File: src/hdl/dsfr_pkg.sv
package dsfr_pkg;

    // fixed field widths
    localparam int BYTE_W  = 8;
    localparam int POS_W   = 6;
    localparam int LEN_W   = 7;
    localparam int DATA_W  = 32;

    // register file addressing
    localparam int REG_IDX_W = 3;
    localparam int PADDR_W   = REG_IDX_W + 2;

    typedef logic [REG_IDX_W-1:0] reg_idx_t;

    localparam reg_idx_t REG_HDR1    = 3'd0;
    localparam reg_idx_t REG_HDR2    = 3'd1;
    localparam reg_idx_t REG_HDR3    = 3'd2;
    localparam reg_idx_t REG_TRL1    = 3'd3;
    localparam reg_idx_t REG_TRL2    = 3'd4;
    localparam reg_idx_t REG_MAX_LEN = 3'd5;

    // register reset values
    localparam logic [BYTE_W-1:0] HDR1_RST    = 8'd170;
    localparam logic [BYTE_W-1:0] HDR2_RST    = 8'd85;
    localparam logic [BYTE_W-1:0] HDR3_RST    = 8'd165;
    localparam logic [BYTE_W-1:0] TRL1_RST    = 8'd13;
    localparam logic [BYTE_W-1:0] TRL2_RST    = 8'd10;
    localparam logic [LEN_W-1:0]  MAX_LEN_RST = 7'd64;

    // line terminators
    localparam logic [BYTE_W-1:0] CR_BYTE = 8'h0D;
    localparam logic [BYTE_W-1:0] LF_BYTE = 8'h0A;

    typedef struct packed {
        logic [BYTE_W-1:0] hdr1;
        logic [BYTE_W-1:0] hdr2;
        logic [BYTE_W-1:0] hdr3;
        logic [BYTE_W-1:0] trl1;
        logic [BYTE_W-1:0] trl2;
        logic [LEN_W-1:0]  max_len;
    } dsfr_cfg_t;

    typedef struct packed {
        logic              kind;
        logic [BYTE_W-1:0] data;
        logic [POS_W-1:0]  pos;
        logic [LEN_W-1:0]  len;
        logic              empty;
        logic              last;
    } dsfr_item_t;

endpackage

File: src/hdl/dsfr_ifs.sv
// received byte channel
interface dsfr_rx_if
    import dsfr_pkg::*;
();
    logic              valid;
    logic              ready;
    logic [BYTE_W-1:0] rx_byte;

    modport source (output valid, output rx_byte, input ready);
    modport sink   (input valid, input rx_byte, output ready);
endinterface

// message byte channel
interface dsfr_msg_if
    import dsfr_pkg::*;
();
    logic              valid;
    logic              ready;
    logic              message_kind;
    logic [BYTE_W-1:0] payload_byte;
    logic [POS_W-1:0]  byte_position;
    logic [LEN_W-1:0]  message_length;
    logic              empty_message;
    logic              last_of_message;

    modport source (
        output valid, output message_kind, output payload_byte,
        output byte_position, output message_length,
        output empty_message, output last_of_message,
        input ready
    );
    modport sink (
        input valid, input message_kind, input payload_byte,
        input byte_position, input message_length,
        input empty_message, input last_of_message,
        output ready
    );
endinterface

File: src/hdl/dsfr_apb_regs.sv
module dsfr_apb_regs
    import dsfr_pkg::*;
(
    input  logic               clk,
    input  logic               rst_n,
    input  logic               psel,
    input  logic               penable,
    input  logic               pwrite,
    input  logic [PADDR_W-1:0] paddr,
    input  logic [DATA_W-1:0]  pwdata,
    output logic [DATA_W-1:0]  prdata,
    output logic               pready,
    output dsfr_cfg_t          cfg
);

    dsfr_cfg_t cfg_reg;
    dsfr_cfg_t cfg_next;
    reg_idx_t  reg_idx;
    logic      wr_en;

    assign pready  = 1'b1;
    assign reg_idx = paddr[PADDR_W-1:2];
    assign wr_en   = psel && penable && pwrite && pready;
    assign cfg     = cfg_reg;

    // write decode
    always_comb
    begin
        cfg_next = cfg_reg;
        if (wr_en)
        begin
            unique case (reg_idx)
                REG_HDR1:    cfg_next.hdr1    = pwdata[BYTE_W-1:0];
                REG_HDR2:    cfg_next.hdr2    = pwdata[BYTE_W-1:0];
                REG_HDR3:    cfg_next.hdr3    = pwdata[BYTE_W-1:0];
                REG_TRL1:    cfg_next.trl1    = pwdata[BYTE_W-1:0];
                REG_TRL2:    cfg_next.trl2    = pwdata[BYTE_W-1:0];
                REG_MAX_LEN: cfg_next.max_len = pwdata[LEN_W-1:0];
                default:     cfg_next = cfg_reg;
            endcase
        end
    end

    // read mux
    always_comb
    begin
        unique case (reg_idx)
            REG_HDR1:    prdata = DATA_W'(cfg_reg.hdr1);
            REG_HDR2:    prdata = DATA_W'(cfg_reg.hdr2);
            REG_HDR3:    prdata = DATA_W'(cfg_reg.hdr3);
            REG_TRL1:    prdata = DATA_W'(cfg_reg.trl1);
            REG_TRL2:    prdata = DATA_W'(cfg_reg.trl2);
            REG_MAX_LEN: prdata = DATA_W'(cfg_reg.max_len);
            default:     prdata = '0;
        endcase
    end

    always_ff @(posedge clk or negedge rst_n)
    begin
        if (!rst_n)
        begin
            cfg_reg.hdr1    <= HDR1_RST;
            cfg_reg.hdr2    <= HDR2_RST;
            cfg_reg.hdr3    <= HDR3_RST;
            cfg_reg.trl1    <= TRL1_RST;
            cfg_reg.trl2    <= TRL2_RST;
            cfg_reg.max_len <= MAX_LEN_RST;
        end
        else
        begin
            cfg_reg <= cfg_next;
        end
    end

endmodule

File: src/hdl/dual_mode_serial_frame_receiver_core.sv
// Serial frame receiver: takes one received byte per item and recognizes either
// a text line ended by CR LF or a binary frame (three header bytes, 16-bit
// big-endian length, payload, 8-bit additive checksum, two trailer bytes).
// Message bytes are kept in a single-port-write, registered-read buffer of
// BUFFER_DEPTH bytes. After a byte that completes no message the input stays
// ready. A byte that completes a message holds off the input while the
// buffer is read out: each byte is read into the registered read port in
// ST_LOAD and then held in the output register in ST_OUT until the sink
// takes it. An empty message goes straight to the output register.
module dual_mode_serial_frame_receiver_core
    import dsfr_pkg::*;
#(
    parameter int BUFFER_DEPTH = 64
)
(
    input  logic               clk,
    input  logic               rst_n,
    input  logic               psel,
    input  logic               penable,
    input  logic               pwrite,
    input  logic [PADDR_W-1:0] paddr,
    input  logic [DATA_W-1:0]  pwdata,
    output logic [DATA_W-1:0]  prdata,
    output logic               pready,
    dsfr_rx_if.sink            rx,
    dsfr_msg_if.source         msg
);

    localparam int ADDR_W = (BUFFER_DEPTH > 1) ? $clog2(BUFFER_DEPTH) : 1;
    localparam int CNT_W  = $clog2(BUFFER_DEPTH + 1);

    typedef enum logic [3:0] {
        PH_OP1, PH_OP2, PH_OP3, PH_LEN1, PH_LEN2,
        PH_DATA, PH_CHECK, PH_END1, PH_END2
    } phase_t;

    typedef enum logic [1:0] {
        ST_IDLE, ST_LOAD, ST_OUT
    } rd_state_t;

    dsfr_cfg_t cfg;

    dsfr_apb_regs u_regs (
        .clk     (clk),
        .rst_n   (rst_n),
        .psel    (psel),
        .penable (penable),
        .pwrite  (pwrite),
        .paddr   (paddr),
        .pwdata  (pwdata),
        .prdata  (prdata),
        .pready  (pready),
        .cfg     (cfg)
    );

    // control state
    logic              bin_reg, bin_next;
    phase_t            phase_reg, phase_next;
    logic              line_reg, line_next;
    logic [BYTE_W-1:0] sum_reg, sum_next;
    logic              len_hi_reg, len_hi_next;
    logic [LEN_W-1:0]  decl_reg, decl_next;
    logic [CNT_W-1:0]  fill_reg, fill_next;
    rd_state_t         st_reg, st_next;
    logic [ADDR_W-1:0] rd_idx_reg, rd_idx_next;
    logic              kind_reg, kind_next;
    logic [CNT_W-1:0]  mlen_reg, mlen_next;
    dsfr_item_t        out_reg, out_next;
    logic              out_valid_reg, out_valid_next;

    // message buffer
    logic [BYTE_W-1:0] store_mem [BUFFER_DEPTH];
    logic [BYTE_W-1:0] rdata_reg;
    logic              mem_we;
    logic [ADDR_W-1:0] mem_waddr;
    logic [BYTE_W-1:0] mem_wdata;
    logic              mem_re;
    logic [ADDR_W-1:0] mem_raddr;

    logic              in_acc;
    logic [BYTE_W-1:0] b;
    logic [LEN_W-1:0]  limit;
    logic              too_long;
    logic [CNT_W-1:0]  fill_inc;
    logic              data_done;

    assign in_acc = rx.valid && rx.ready;
    assign b      = rx.rx_byte;

    // effective payload limit and length checks
    assign limit = (cfg.max_len > LEN_W'(BUFFER_DEPTH)) ? LEN_W'(BUFFER_DEPTH) : cfg.max_len;
    assign too_long  = len_hi_reg || (BYTE_W'(limit) < b);
    assign fill_inc  = (fill_reg < CNT_W'(BUFFER_DEPTH)) ? fill_reg + CNT_W'(1) : fill_reg;
    assign data_done = (LEN_W'(fill_inc) >= decl_reg) || (fill_inc >= CNT_W'(BUFFER_DEPTH));

    // outputs
    assign rx.ready            = (st_reg == ST_IDLE);
    assign msg.valid           = out_valid_reg;
    assign msg.message_kind    = out_reg.kind;
    assign msg.payload_byte    = out_reg.data;
    assign msg.byte_position   = out_reg.pos;
    assign msg.message_length  = out_reg.len;
    assign msg.empty_message   = out_reg.empty;
    assign msg.last_of_message = out_reg.last;

    // parser and readout next state
    always_comb
    begin
        logic             store;
        logic             wrap;
        logic             hdr_done;
        logic             err;
        logic             emit;
        logic             emit_kind;
        logic [CNT_W-1:0] base;

        store     = 1'b0;
        wrap      = 1'b0;
        hdr_done  = 1'b0;
        err       = 1'b0;
        emit      = 1'b0;
        emit_kind = 1'b0;
        base      = fill_reg;

        bin_next       = bin_reg;
        phase_next     = phase_reg;
        line_next      = line_reg;
        sum_next       = sum_reg;
        len_hi_next    = len_hi_reg;
        decl_next      = decl_reg;
        fill_next      = fill_reg;
        st_next        = st_reg;
        rd_idx_next    = rd_idx_reg;
        kind_next      = kind_reg;
        mlen_next      = mlen_reg;
        out_next       = out_reg;
        out_valid_next = out_valid_reg;

        mem_we    = 1'b0;
        mem_waddr = fill_reg[ADDR_W-1:0];
        mem_wdata = b;
        mem_re    = 1'b0;
        mem_raddr = rd_idx_reg;

        if (in_acc)
        begin
            if (bin_reg)
            begin
                // binary frame phases
                unique case (phase_reg)
                    PH_LEN1:
                    begin
                        sum_next    = b;
                        len_hi_next = |b;
                        phase_next  = PH_LEN2;
                    end
                    PH_LEN2:
                    begin
                        sum_next  = sum_reg + b;
                        decl_next = b[LEN_W-1:0];
                        fill_next = '0;
                        if (too_long)
                        begin
                            phase_next = PH_OP1;
                            bin_next   = 1'b0;
                        end
                        else
                        begin
                            phase_next = (b == '0) ? PH_CHECK : PH_DATA;
                        end
                    end
                    PH_DATA:
                    begin
                        store    = 1'b1;
                        sum_next = sum_reg + b;
                        if (data_done)
                        begin
                            phase_next = PH_CHECK;
                        end
                    end
                    PH_CHECK:
                    begin
                        if (sum_reg == b)
                            phase_next = PH_END1;
                        else
                            err = 1'b1;
                    end
                    PH_END1:
                    begin
                        if (b == cfg.trl1)
                            phase_next = PH_END2;
                        else
                            err = 1'b1;
                    end
                    PH_END2:
                    begin
                        if (b == cfg.trl2)
                        begin
                            phase_next = PH_OP1;
                            bin_next   = 1'b0;
                            emit       = 1'b1;
                            emit_kind  = 1'b1;
                        end
                        else
                        begin
                            err = 1'b1;
                        end
                    end
                    default:
                    begin
                        phase_next = PH_OP1;
                        bin_next   = 1'b0;
                    end
                endcase

                // frame error resyncs on the first header byte
                if (err)
                begin
                    phase_next = (b == cfg.hdr1) ? PH_OP2 : PH_OP1;
                    bin_next   = 1'b0;
                    fill_next  = '0;
                end
            end
            else
            begin
                // header watch
                unique case (phase_reg)
                    PH_OP2:
                    begin
                        if (b == cfg.hdr2)
                            phase_next = PH_OP3;
                        else if (b == cfg.hdr1)
                            phase_next = PH_OP2;
                        else
                            phase_next = PH_OP1;
                    end
                    PH_OP3:
                    begin
                        if (b == cfg.hdr3)
                        begin
                            phase_next = PH_LEN1;
                            bin_next   = 1'b1;
                            line_next  = 1'b0;
                            hdr_done   = 1'b1;
                        end
                        else
                        begin
                            phase_next = (b == cfg.hdr1) ? PH_OP2 : PH_OP1;
                        end
                    end
                    default:
                    begin
                        if (b == cfg.hdr1)
                        begin
                            phase_next = PH_OP2;
                            sum_next   = '0;
                        end
                        else
                        begin
                            phase_next = PH_OP1;
                        end
                    end
                endcase

                // line gatherer
                if (!hdr_done)
                begin
                    if (!line_reg)
                    begin
                        if (b == CR_BYTE)
                        begin
                            line_next = 1'b1;
                        end
                        else
                        begin
                            wrap  = (fill_reg >= CNT_W'(BUFFER_DEPTH - 1));
                            store = 1'b1;
                        end
                    end
                    else
                    begin
                        line_next = 1'b0;
                        if (b == LF_BYTE)
                        begin
                            emit = 1'b1;
                        end
                        else
                        begin
                            wrap  = 1'b1;
                            store = 1'b1;
                        end
                    end
                end
            end

            // buffer write
            if (store)
            begin
                base = wrap ? '0 : fill_reg;
                if (base < CNT_W'(BUFFER_DEPTH))
                begin
                    mem_we    = 1'b1;
                    mem_waddr = base[ADDR_W-1:0];
                    fill_next = base + CNT_W'(1);
                end
            end

            // message complete: start readout
            if (emit)
            begin
                fill_next   = '0;
                kind_next   = emit_kind;
                mlen_next   = fill_reg;
                rd_idx_next = '0;
                if (fill_reg == '0)
                begin
                    out_next.kind  = emit_kind;
                    out_next.data  = '0;
                    out_next.pos   = '0;
                    out_next.len   = '0;
                    out_next.empty = 1'b1;
                    out_next.last  = 1'b1;
                    out_valid_next = 1'b1;
                    st_next        = ST_OUT;
                end
                else
                begin
                    mem_re    = 1'b1;
                    mem_raddr = '0;
                    st_next   = ST_LOAD;
                end
            end
        end

        // readout sequencer
        unique case (st_reg)
            ST_IDLE:
            begin
                st_next = st_next;
            end
            ST_LOAD:
            begin
                out_next.kind  = kind_reg;
                out_next.data  = rdata_reg;
                out_next.pos   = POS_W'(rd_idx_reg);
                out_next.len   = LEN_W'(mlen_reg);
                out_next.empty = 1'b0;
                out_next.last  = (CNT_W'(rd_idx_reg) + CNT_W'(1) == mlen_reg);
                out_valid_next = 1'b1;
                st_next        = ST_OUT;
            end
            ST_OUT:
            begin
                if (msg.ready)
                begin
                    out_valid_next = 1'b0;
                    if (out_reg.last)
                    begin
                        st_next = ST_IDLE;
                    end
                    else
                    begin
                        rd_idx_next = rd_idx_reg + ADDR_W'(1);
                        mem_re      = 1'b1;
                        mem_raddr   = rd_idx_reg + ADDR_W'(1);
                        st_next     = ST_LOAD;
                    end
                end
            end
            default:
            begin
                st_next = ST_IDLE;
            end
        endcase
    end

    // state and registered outputs
    always_ff @(posedge clk or negedge rst_n)
    begin
        if (!rst_n)
        begin
            bin_reg       <= 1'b0;
            phase_reg     <= PH_OP1;
            line_reg      <= 1'b0;
            sum_reg       <= '0;
            len_hi_reg    <= 1'b0;
            decl_reg      <= '0;
            fill_reg      <= '0;
            st_reg        <= ST_IDLE;
            rd_idx_reg    <= '0;
            kind_reg      <= 1'b0;
            mlen_reg      <= '0;
            out_valid_reg <= 1'b0;
        end
        else
        begin
            bin_reg       <= bin_next;
            phase_reg     <= phase_next;
            line_reg      <= line_next;
            sum_reg       <= sum_next;
            len_hi_reg    <= len_hi_next;
            decl_reg      <= decl_next;
            fill_reg      <= fill_next;
            st_reg        <= st_next;
            rd_idx_reg    <= rd_idx_next;
            kind_reg      <= kind_next;
            mlen_reg      <= mlen_next;
            out_valid_reg <= out_valid_next;
        end
    end

    // output payload
    always_ff @(posedge clk)
    begin
        out_reg <= out_next;
    end

    // message buffer, one write and one registered read port
    always_ff @(posedge clk)
    begin
        if (mem_we)
        begin
            store_mem[mem_waddr] <= mem_wdata;
        end
        if (mem_re)
        begin
            rdata_reg <= store_mem[mem_raddr];
        end
    end

`ifndef SYNTHESIS
    // input is held off while a message is read out
    assert property (@(posedge clk) disable iff (!rst_n) rx.ready |-> !msg.valid)
        else $error("input ready while an item is pending");

    // buffer is never written during readout
    assert property (@(posedge clk) disable iff (!rst_n) mem_we |-> st_reg == ST_IDLE)
        else $error("buffer write outside idle");

    // fill count stays within the buffer
    assert property (@(posedge clk) disable iff (!rst_n)
        fill_reg <= CNT_W'(BUFFER_DEPTH))
        else $error("fill count beyond buffer depth");

    // binary mode only in frame phases after the header
    assert property (@(posedge clk) disable iff (!rst_n)
        bin_reg |-> !(phase_reg == PH_OP1 || phase_reg == PH_OP2 || phase_reg == PH_OP3))
        else $error("binary mode in a header phase");

    // taking the last item of a message reopens the input
    assert property (@(posedge clk) disable iff (!rst_n)
        msg.valid && msg.ready && msg.last_of_message |=> rx.ready)
        else $error("input not ready after last item");
`endif

endmodule

File: src/flat_wrapper.sv
// flat-port wrapper written by rule: the top's interface ports become plain ports
module dual_mode_serial_frame_receiver_core_flat import dsfr_pkg::*;
#(
    parameter int BUFFER_DEPTH = 64
)
  (clk, rst_n, psel, penable, pwrite, paddr, pwdata, prdata, pready, rx_valid, rx_rx_byte, rx_ready, msg_valid, msg_message_kind, msg_payload_byte, msg_byte_position, msg_message_length, msg_empty_message, msg_last_of_message, msg_ready);
  dsfr_rx_if rx_i ();
  dsfr_msg_if msg_i ();
  input  logic clk;
  input  logic rst_n;
  input  logic psel;
  input  logic penable;
  input  logic pwrite;
  input  logic [PADDR_W-1:0] paddr;
  input  logic [DATA_W-1:0] pwdata;
  output logic [DATA_W-1:0] prdata;
  output logic pready;
  input wire logic [$bits(rx_i.valid)-1:0] rx_valid;
  input wire logic [$bits(rx_i.rx_byte)-1:0] rx_rx_byte;
  output wire logic [$bits(rx_i.ready)-1:0] rx_ready;
  output wire logic [$bits(msg_i.valid)-1:0] msg_valid;
  output wire logic [$bits(msg_i.message_kind)-1:0] msg_message_kind;
  output wire logic [$bits(msg_i.payload_byte)-1:0] msg_payload_byte;
  output wire logic [$bits(msg_i.byte_position)-1:0] msg_byte_position;
  output wire logic [$bits(msg_i.message_length)-1:0] msg_message_length;
  output wire logic [$bits(msg_i.empty_message)-1:0] msg_empty_message;
  output wire logic [$bits(msg_i.last_of_message)-1:0] msg_last_of_message;
  input wire logic [$bits(msg_i.ready)-1:0] msg_ready;
  assign rx_i.valid = rx_valid;
  assign rx_i.rx_byte = rx_rx_byte;
  assign rx_ready = rx_i.ready;
  assign msg_valid = msg_i.valid;
  assign msg_message_kind = msg_i.message_kind;
  assign msg_payload_byte = msg_i.payload_byte;
  assign msg_byte_position = msg_i.byte_position;
  assign msg_message_length = msg_i.message_length;
  assign msg_empty_message = msg_i.empty_message;
  assign msg_last_of_message = msg_i.last_of_message;
  assign msg_i.ready = msg_ready;
  dual_mode_serial_frame_receiver_core #(.BUFFER_DEPTH(BUFFER_DEPTH)) u_core (.clk(clk), .rst_n(rst_n), .psel(psel), .penable(penable), .pwrite(pwrite), .paddr(paddr), .pwdata(pwdata), .prdata(prdata), .pready(pready), .rx(rx_i), .msg(msg_i));
endmodule
File: config.mk
export PLATFORM = sky130hd
export DESIGN_NAME = dual_mode_serial_frame_receiver_core_flat
export DESIGN_NICKNAME = d
export VERILOG_FILES = /design/src/hdl/dsfr_pkg.sv /design/src/hdl/dsfr_ifs.sv /design/src/hdl/dsfr_apb_regs.sv /design/src/hdl/dual_mode_serial_frame_receiver_core.sv /design/src/flat_wrapper.sv
export SDC_FILE = /design/constraint.sdc
export NUM_CORES = 1
export LEC_CHECK = 0
export ABC_AREA = 1
export BUFFER_PORTS_ARGS = -buffer_cell sky130_fd_sc_hd__buf_2
export CORE_MARGIN = 4
export CORE_UTILIZATION = 62
export CTS_CLUSTER_DIAMETER = 80
export DETAILED_ROUTE_END_ITERATION = 7
export PLACE_DENSITY_LB_ADDON = 0.08
export SETUP_SLACK_MARGIN = 0.2
export SLEW_MARGIN = 30
export SYNTH_ARGS = -nofsm -noshare
export SYNTH_HDL_FRONTEND = slang
export SYNTH_HIERARCHICAL = 1
export SYNTH_SLANG_ARGS = --single-unit
File: constraint.sdc
create_clock -name clk -period 3.3 [get_ports clk]
set_input_delay 0.165 -clock clk [delete_from_list [all_inputs] [get_ports clk]]
set_output_delay 0.165 -clock clk [all_outputs]
set_load 0.005 [all_outputs]
==> run summary, run 1 <==
The run finished with clean final reports. The core area is 47950 µm². The number of design-rule violations left by the first detailed-router iteration came out at 2999. In the layout the commonest cells are 869 x sky130_fd_sc_hd__nand2_1, 577 x sky130_fd_sc_hd__nand3_1, 543 x sky130_fd_sc_hd__edfxtp_1. The slowest stage of the critical path is the sky130_fd_sc_hd__dfrtp_1 cell. Across the run, the number of max-cap violations was 0.

The routed via count divided by cell count is 5.871. Dividing total power by cell area gives a power density of 824.2 nW/µm². The final core utilization came out at 72.81%. After clock tree synthesis, the clock-pin slew on the worst setup and hold paths is 0.06 ns. The count of final hold-check violations is 0.

The max-slew violation count is 0. The number of nets at the end of the flow is 3327. The total number of vias is 22970. STA classifies the critical path endpoint as a register. The antenna cell count came out at 0. The worst setup slack after layout came out at 0.2977 ns. The top-level I/O count is 111. Leaving out fill and tap cells, the most frequent cell in the layout is sky130_fd_sc_hd__nand2_1. The residual overflow from global routing came out at 0. The clock tree from TritonCTS is done. In this run the number of H-tree levels came out at 3. The instance count of the mapped netlist came out at 3088. For the worst setup path, the data required time is 3.64 ns. The final antenna-violating net count came out at 0. In this run the clock root is driven by a sky130_fd_sc_hd__clkbuf_16. The setup TNS came out at 0 ns. The delay of the slowest critical-path stage came out at 0.39 ns. The reported leakage power came out at 14.87 nW. The share of post-route cells with drive strength above 1 came out at 13.89%. The overall routing resource usage came out at 30.31%. The floorplan die area is 52380 µm². The cell family contributing the most delay on the critical path is simple AND/OR/NAND/NOR gates. The data arrival time of the critical path is 3.34 ns. The initial antenna violation count came out at 1. The share of the clock period used by the worst path is 90.98%.

The peak supply drop is 559.9 µV. For this run, the leading register cell type out of synthesis is sky130_fd_sc_hd__edfxtp_1. The worst slew margin relative to its limit is 42.15%. The total number of yosys warnings is 6.

The flip-flop count of the largest register, all copies and words added came out at 512. The first global-routing pass estimated 124000 µm of wire. The count of buffer and inverter cells on the critical path is 3.

The post-layout minimum cycle time is 3.002 ns. Counting stages on the worst path, the most repeated cell is sky130_fd_sc_hd__nand3_1. The final standard cell count with taps included and fillers excluded came out at 3912. Before antenna repair, the detailed router went through 6 iterations. The post-detailed-route DRC marker count came out at 0. Counting flops with a built-in enable in the synthesized netlist gives 543.

TritonCTS created 68 clock buffers. The count of buffers added on input and output ports is 59. The clock latency of the later-clocked register in the worst-skew pair came out at 0.60 ns. By area the synthesized netlist is led by sky130_fd_sc_hd__edfxtp_1 54%, sky130_fd_sc_hd__nand2_1 11%, sky130_fd_sc_hd__nand3_1 9.9%, sky130_fd_sc_hd__dfrtp_1 6.2%, sky130_fd_sc_hd__inv_1 3.3%. The mean instance size in the synthesized netlist came out at 9.794 µm². In this run the vertical extent of the chip is 228.9 µm. The sum of routed wire length over all layers is 83180 µm. Row generation in the floorplan step produced 80 rows. After detailed routing, the average wire length per cell comes to 21.26 µm. Setup repair after global routing could not meet its margin everywhere.

The critical path is of the reg2reg type. Counting tap cells, the placed design contains a total of 3754 instances. The critical path startpoint category is a register.

The placed instances occupy a cell area of 31790 µm². The post-synthesis register bit count is 637. The min-delay analysis places its worst path in the category in2reg. At the end of routability-driven placement, the weighted congestion stood at 0.9560. The buffer depth of the longest clock path is 3. The via count of the first global-routing pass is 22050. The cell accounting for the most synthesized area is sky130_fd_sc_hd__edfxtp_1. The initial core utilization is 63.08%. The half-perimeter wire length after detailed placement is 50440 µm.

The total setup violations reported at the end of the flow is 0. The finished layout cell area came out at 34910 µm². On the final layout, the worst clock skew is 0.02387 ns. The mapped cell area is 30250 µm². The relative area change from synthesis to final layout came out at 15.41%. The number of different library cells used by synthesis comes to 55. At the pin with the least slew margin, the transition time is 0.8677 ns.

The total clock sinks came out at 637. From left edge to right edge, the die measures 228.9 µm. After synthesis, the largest area contributor takes up 53.91% of total cell area. The sequential area share after synthesis is 61.75%. The pin count of the biggest net entering global routing came out at 106. The share of synthesized flip-flops with an asynchronous set or reset came out at 14.60%. Timing would allow up to 0.3331 GHz. The signal on the critical path passes through inv_2 > nand2_1 > nor2_4 > nand3_1 > nor2_1 > nand2_2 > nand2_2 > nand2_4 > nand3_4 > nand3_1 > nand2_2 > buf_4 > buf_4 > nand3_1 > nand3_1 > nand3_2 > nand3_2 > nand2_1. The post-placement setup slack is 0.009097 ns.

In this run the worst path has a maximum fanout of 15.
## Yosys cell counts (3+ instances only)
cell type                  number
sky130_fd_sc_hd__a21oi_1       30
sky130_fd_sc_hd__nor4_1         5
sky130_fd_sc_hd__edfxtp_1     543
sky130_fd_sc_hd__nand2_1      875
sky130_fd_sc_hd__buf_4         57
sky130_fd_sc_hd__xnor2_1       19
sky130_fd_sc_hd__nand3_1      599
sky130_fd_sc_hd__nor2_1       152
sky130_fd_sc_hd__o21a_1         3
sky130_fd_sc_hd__xor2_1        19
sky130_fd_sc_hd__o211ai_1       4
sky130_fd_sc_hd__o21ai_1       10
sky130_fd_sc_hd__o21ai_0       99
sky130_fd_sc_hd__clkbuf_1      53
sky130_fd_sc_hd__dfrtp_1       75
sky130_fd_sc_hd__a31oi_1        4
sky130_fd_sc_hd__nand2_2        7
sky130_fd_sc_hd__nand3_4        3
sky130_fd_sc_hd__ha_1          28
sky130_fd_sc_hd__nor2_8         4
sky130_fd_sc_hd__nand2_4        3
sky130_fd_sc_hd__nand3b_1      32
sky130_fd_sc_hd__nand4_1       29
sky130_fd_sc_hd__or2_2          5
sky130_fd_sc_hd__o21ai_2        4
sky130_fd_sc_hd__buf_6         13
sky130_fd_sc_hd__inv_2         12
sky130_fd_sc_hd__inv_1        265
sky130_fd_sc_hd__nor2_4         5
sky130_fd_sc_hd__nor3_1         8
sky130_fd_sc_hd__buf_2         66
sky130_fd_sc_hd__buf_1          3
sky130_fd_sc_hd__dfstp_2       18
sky130_fd_sc_hd__o22ai_1        7
## cells by family after synthesis
group                      after synthesis  synth area share (%)
adders and majority gates               29                 1.225
buffers and inverters                  474                 7.273
other                                    2               0.02483
and+or+nand+nor                       1736                 25.52
xor gates and xnor gates                38                 1.100
DFF                                    637                 61.75
AOI/OAI and AO/OA                      172                 3.111
## worst reg2reg max path, cell delays in order, from the launching register on
cell,delay [ns]
sky130_fd_sc_hd__dfrtp_1,0.39
sky130_fd_sc_hd__inv_2,0.08
sky130_fd_sc_hd__nand2_1,0.12
sky130_fd_sc_hd__nor2_4,0.15
sky130_fd_sc_hd__nand3_1,0.08
sky130_fd_sc_hd__nor2_1,0.13
sky130_fd_sc_hd__nand2_2,0.11
sky130_fd_sc_hd__nand2_2,0.10
sky130_fd_sc_hd__nand2_4,0.08
sky130_fd_sc_hd__nand3_4,0.12
sky130_fd_sc_hd__nand3_1,0.13
sky130_fd_sc_hd__nand2_2,0.19
sky130_fd_sc_hd__buf_4,0.16
sky130_fd_sc_hd__buf_4,0.22
sky130_fd_sc_hd__nand3_1,0.16
sky130_fd_sc_hd__nand3_1,0.13
sky130_fd_sc_hd__nand3_2,0.15
sky130_fd_sc_hd__nand3_2,0.15
sky130_fd_sc_hd__nand2_1,0.08
## final cells by class
type / instances / area [µm²]
inverter: 281 / 1072
multi-input combinational: 2001 / 9713
sequential: 637 / 18680
timing repair buffer: 257 / 2481
clock buffer: 88 / 1861
clock inverter: 33 / 335.3
tap: 615 / 769.5
fill: 3447 / 13040
## timing repair
item / in CTS / in global routing
hold endpoints to repair: 105 / 0
cloned: 0 / 14
endpoints found under the setup margin: 8 / 505
gates resized for setup: 7 / 82
hold buffers: 12 / 0
setup buffers: 3 / 8
pin swaps: 3 / 7
## per-stage QoR
step / hold slack [ns] / power, mW
3_3_place_gp: 0.2988 / 19.74
5_1_grt: 0.04373 / 30.25
4_1_cts: 0.02976 / 27.62
6_report: 0.05440 / 28.77
3_5_place_dp: 0.3023 / 19.97
2_1_floorplan: -0.1306 / 16.54
## worst paths after layout
path | startpoint | to | slack [ns] | depth (start not counted)
min reg2reg | u_core/msg.empty_message | u_core/msg.empty_message | 0.49 | 1
max in group asynchronous | rst_n | u_core/u_regs/cfg[18] | 2.19 | 3
min in group asynchronous | rst_n | u_core/st_reg[0] | 0.21 | 2
max | u_core/phase_reg[0] | u_core/rdata_reg[1] | 0.30 | 18
min | rx_rx_byte[2] | u_core/store_mem[14][2] | 0.05 | 1
max reg2reg | u_core/phase_reg[0] | u_core/rdata_reg[1] | 0.30 | 18
## where the power goes
part | switching, mW | internal (mW) | total (mW)
clock | 3.06 | 4.52 | 7.58
sequential | 0.368 | 9.34 | 9.71
combinational | 7.51 | 3.98 | 11.5
## per-layer routing
metal	share of wire (%)	GRT usage, %	wire length [µm]	vias up
met5	0	0	0	-
met4	3.3	11.01	2781	0
met1	39	41.54	32620	10970
met3	9.5	5.322	7898	177
met2	48	49.35	39880	1112
li1	-	-	-	10710
(Power assumes the default switching activity.)
==> run 2: changes to the inputs <==
Settings changed: ABC_CLOCK_PERIOD_IN_PS set to 3300, CORE_ASPECT_RATIO set to 1.1.
==> run 2 against run 1 <==
  * Critical path depth grew 3
  * Setup slack lost 0.16 ns
  * Count of clock-buffer cells in the layout shrank 5
  * Cell area grew 0.74%
==> run summary, run 2 (synthesis results as in run 1) <==
In this run the clock root is driven by a sky130_fd_sc_hd__clkbuf_16. The top-level I/O count came out at 111. The total clock sinks came out at 637. The initial utilization of the core area, before any placement, comes to 62.97%.

The half-perimeter wire length after detailed placement came out at 52250 µm. The worst slew margin relative to its limit came out at 41.03%. The overall routing resource usage came out at 31.69%.

The total setup violations reported at the end of the flow is 0. The antenna cell count came out at 0. The largest fanout on the critical path is 12. The actual slew at the worst max-slew pin came out at 0.8846 ns. The tightest min-delay check is of the in2reg type. On the final layout, the worst clock skew is 0.02051 ns. The count of maximum capacitance violations came out at 0. The first-pass GRT wire length came out at 127000 µm.

The routed via count divided by cell count came out at 5.947. The peak supply drop is 576.7 µV. Row generation in the floorplan step produced 84 rows. The area occupied by multi-input gates came out at 9796 µm².

The core area is 48030 µm². The floorplan die height is 239.7 µm. The initial antenna violation count came to 0. After filler insertion, the fill cell instance count of the layout stands at 3441. After detailed routing, the number of remaining DRC violations is 0. The critical path startpoint category is an input pin. The congestion estimate from routability-driven global placement came to 0.9303.

The worst path in the final design needs a cycle of 3.165 ns, including I/O delays and setup. The register with the most flip-flops in the layout has 512 of them. Clock tree synthesis inserted a total of 66 buffers. The buffer depth of the longest clock path came out at 3. Derived from the worst setup path, the maximum achievable clock frequency is 0.3160 GHz. The storage element area came out at 18680 µm². Setup repair after global routing could not meet its margin everywhere. The relative area change from synthesis to final layout came out at 16.27%. At the end of the flow, the number of nets in the layout was 3347. The run finished with clean final reports. The max-slew violation count came out at 0. The residual overflow from global routing came out at 0.

The worst setup path is of the in2reg kind. The total chip power is 29.05 mW. The data required time at the worst endpoint is 3.77 ns. The H-tree depth is 3. The sum of routed wire length over all layers is 86780 µm. The largest single stage delay on the critical path is 0.53 ns. At the later pin of the worst-skew pair, clock insertion delay measures 0.60 ns.

The number of input and output port buffers inserted is 59. The cell that appears most often on the critical path is sky130_fd_sc_hd__nand3_1. The worst path uses 95.89% of the clock period.

Leaving out fill and tap cells, the most frequent cells in the layout are 871 x sky130_fd_sc_hd__nand2_1, 563 x sky130_fd_sc_hd__nand3_1, 543 x sky130_fd_sc_hd__edfxtp_1. The floorplan die area is 52390 µm². For this design, the slowest cell found on the critical path is sky130_fd_sc_hd__dlygate4sd3_1. The setup TNS came out at 0 ns. After clock tree synthesis, the clock-pin slew on the worst setup and hold paths is 0.07 ns. The routed length per placed instance came out at 21.91 µm. The share of post-route cells with drive strength above 1 is 14.72%. The total number of vias came out at 23560. The die outline width is 218.6 µm. STA classifies the critical path endpoint as a register. Power spread over the standard cell area amounts to 826.2 nW/µm².

The reported leakage power came out at 14.98 nW. The count of final hold-check violations is 0. TritonCTS built the clock tree.

Walking the worst path, the cells encountered are dlygate4sd3_1 > buf_2 > buf_12 > inv_4 > nand2_1 > nor3_2 > nand3_1 > nor2_1 > nand2_1 > nand2_4 > nand3_4 > buf_4 > a21oi_4 > buf_12 > buf_12 > nand3_1 > nand3_1 > nand3_1 > nand3_1 > nand3_2 > nand2_1. The detailed-routing iteration count for the pre-antenna-repair pass came out at 6. Entering global routing, the biggest net connects 73 pins. The number of design-rule violations left by the first detailed-router iteration came out at 2871.

The library cell used most frequently in the layout, excluding fill and tap cells, is sky130_fd_sc_hd__nand2_1. The final antenna-violating net count came out at 0. The data arrival time of the critical path is 3.64 ns. The via count of the first global-routing pass is 22420.
[run 2: final timing paths]
check / start / end / slack (ns) / cells after the start
worst max-delay path: rx_rx_byte[4] / u_core/rdata_reg[2] / 0.14 / 21
worst min-delay path: rx_valid / u_core/fill_reg[2] / 0.12 / 5
worst max register to register: u_core/u_regs/cfg[10] / u_core/rdata_reg[2] / 0.25 / 19
worst min register to register: u_core/msg.empty_message / u_core/msg.empty_message / 0.48 / 1
max in group asynchronous: rst_n / u_core/u_regs/cfg[18] / 2.27 / 3
min in group asynchronous: rst_n / u_core/msg.valid / 0.15 / 2
[run 2: cell type report]
type | instances | share of cell area, %
timing repair buffer | 277 | 7.667
clock buffer | 83 | 5.266
tap | 645 | 2.295
clock inverter | 35 | 0.7543
sequential | 637 | 53.11
multi-input combinational | 2003 | 27.86
inverter | 281 | 3.056
[run 2: timing repair]
item | 4_1_cts | 5_1_grt
gates cloned | 1 | 18
buffers inserted | 0 | 13
setup endpoints to repair | 7 | 459
hold buffers | 12 | 0
resized for setup | 4 | 78
endpoints found under the hold margin | 114 | 0
pin swaps | 0 | 13
[run 2: where the power goes]
part	switching (mW)	internal [mW]
Combinational	7.81	4.24
Sequential	0.381	9.33
Clock	3.07	4.22
Total	11.3	17.8
[run 2: per-layer routing]
metal | share of wire [%] | GRT usage [%] | vias up | wire (µm)
li1 | - | - | 10760 | -
met4 | 4.2 | 13.81 | 0 | 3612
met2 | 49 | 52.81 | 1231 | 42890
met1 | 38 | 41.74 | 11370 | 32610
met3 | 8.8 | 4.973 | 202 | 7676
met5 | 0 | 0 | - | 0
[run 2: critical path, delay by kind of cell]
kind | cells | cell delay (ns)
AND/OR/NAND/NOR | 13 | 1.69
buffers and inverters | 7 | 1.49
AO/OA/AOI/OAI | 1 | 0.23
[run 2: per-stage QoR]
stage	setup WS [ns]	utilization [%]	area [µm²]	hold slack, ns	std cells
finish	0.1355	73.22	35170	0.1174	3961
global route	0.09062	73.22	35170	0.1113	3961
CTS	0.2046	71.41	34300	0.07059	3930
detailed placement	0.1005	66.66	32020	0.3669	3799
global placement	0.1183	66.66	32020	0.3512	3799
floorplan	0.5561	-	30330	-0.1306	3111
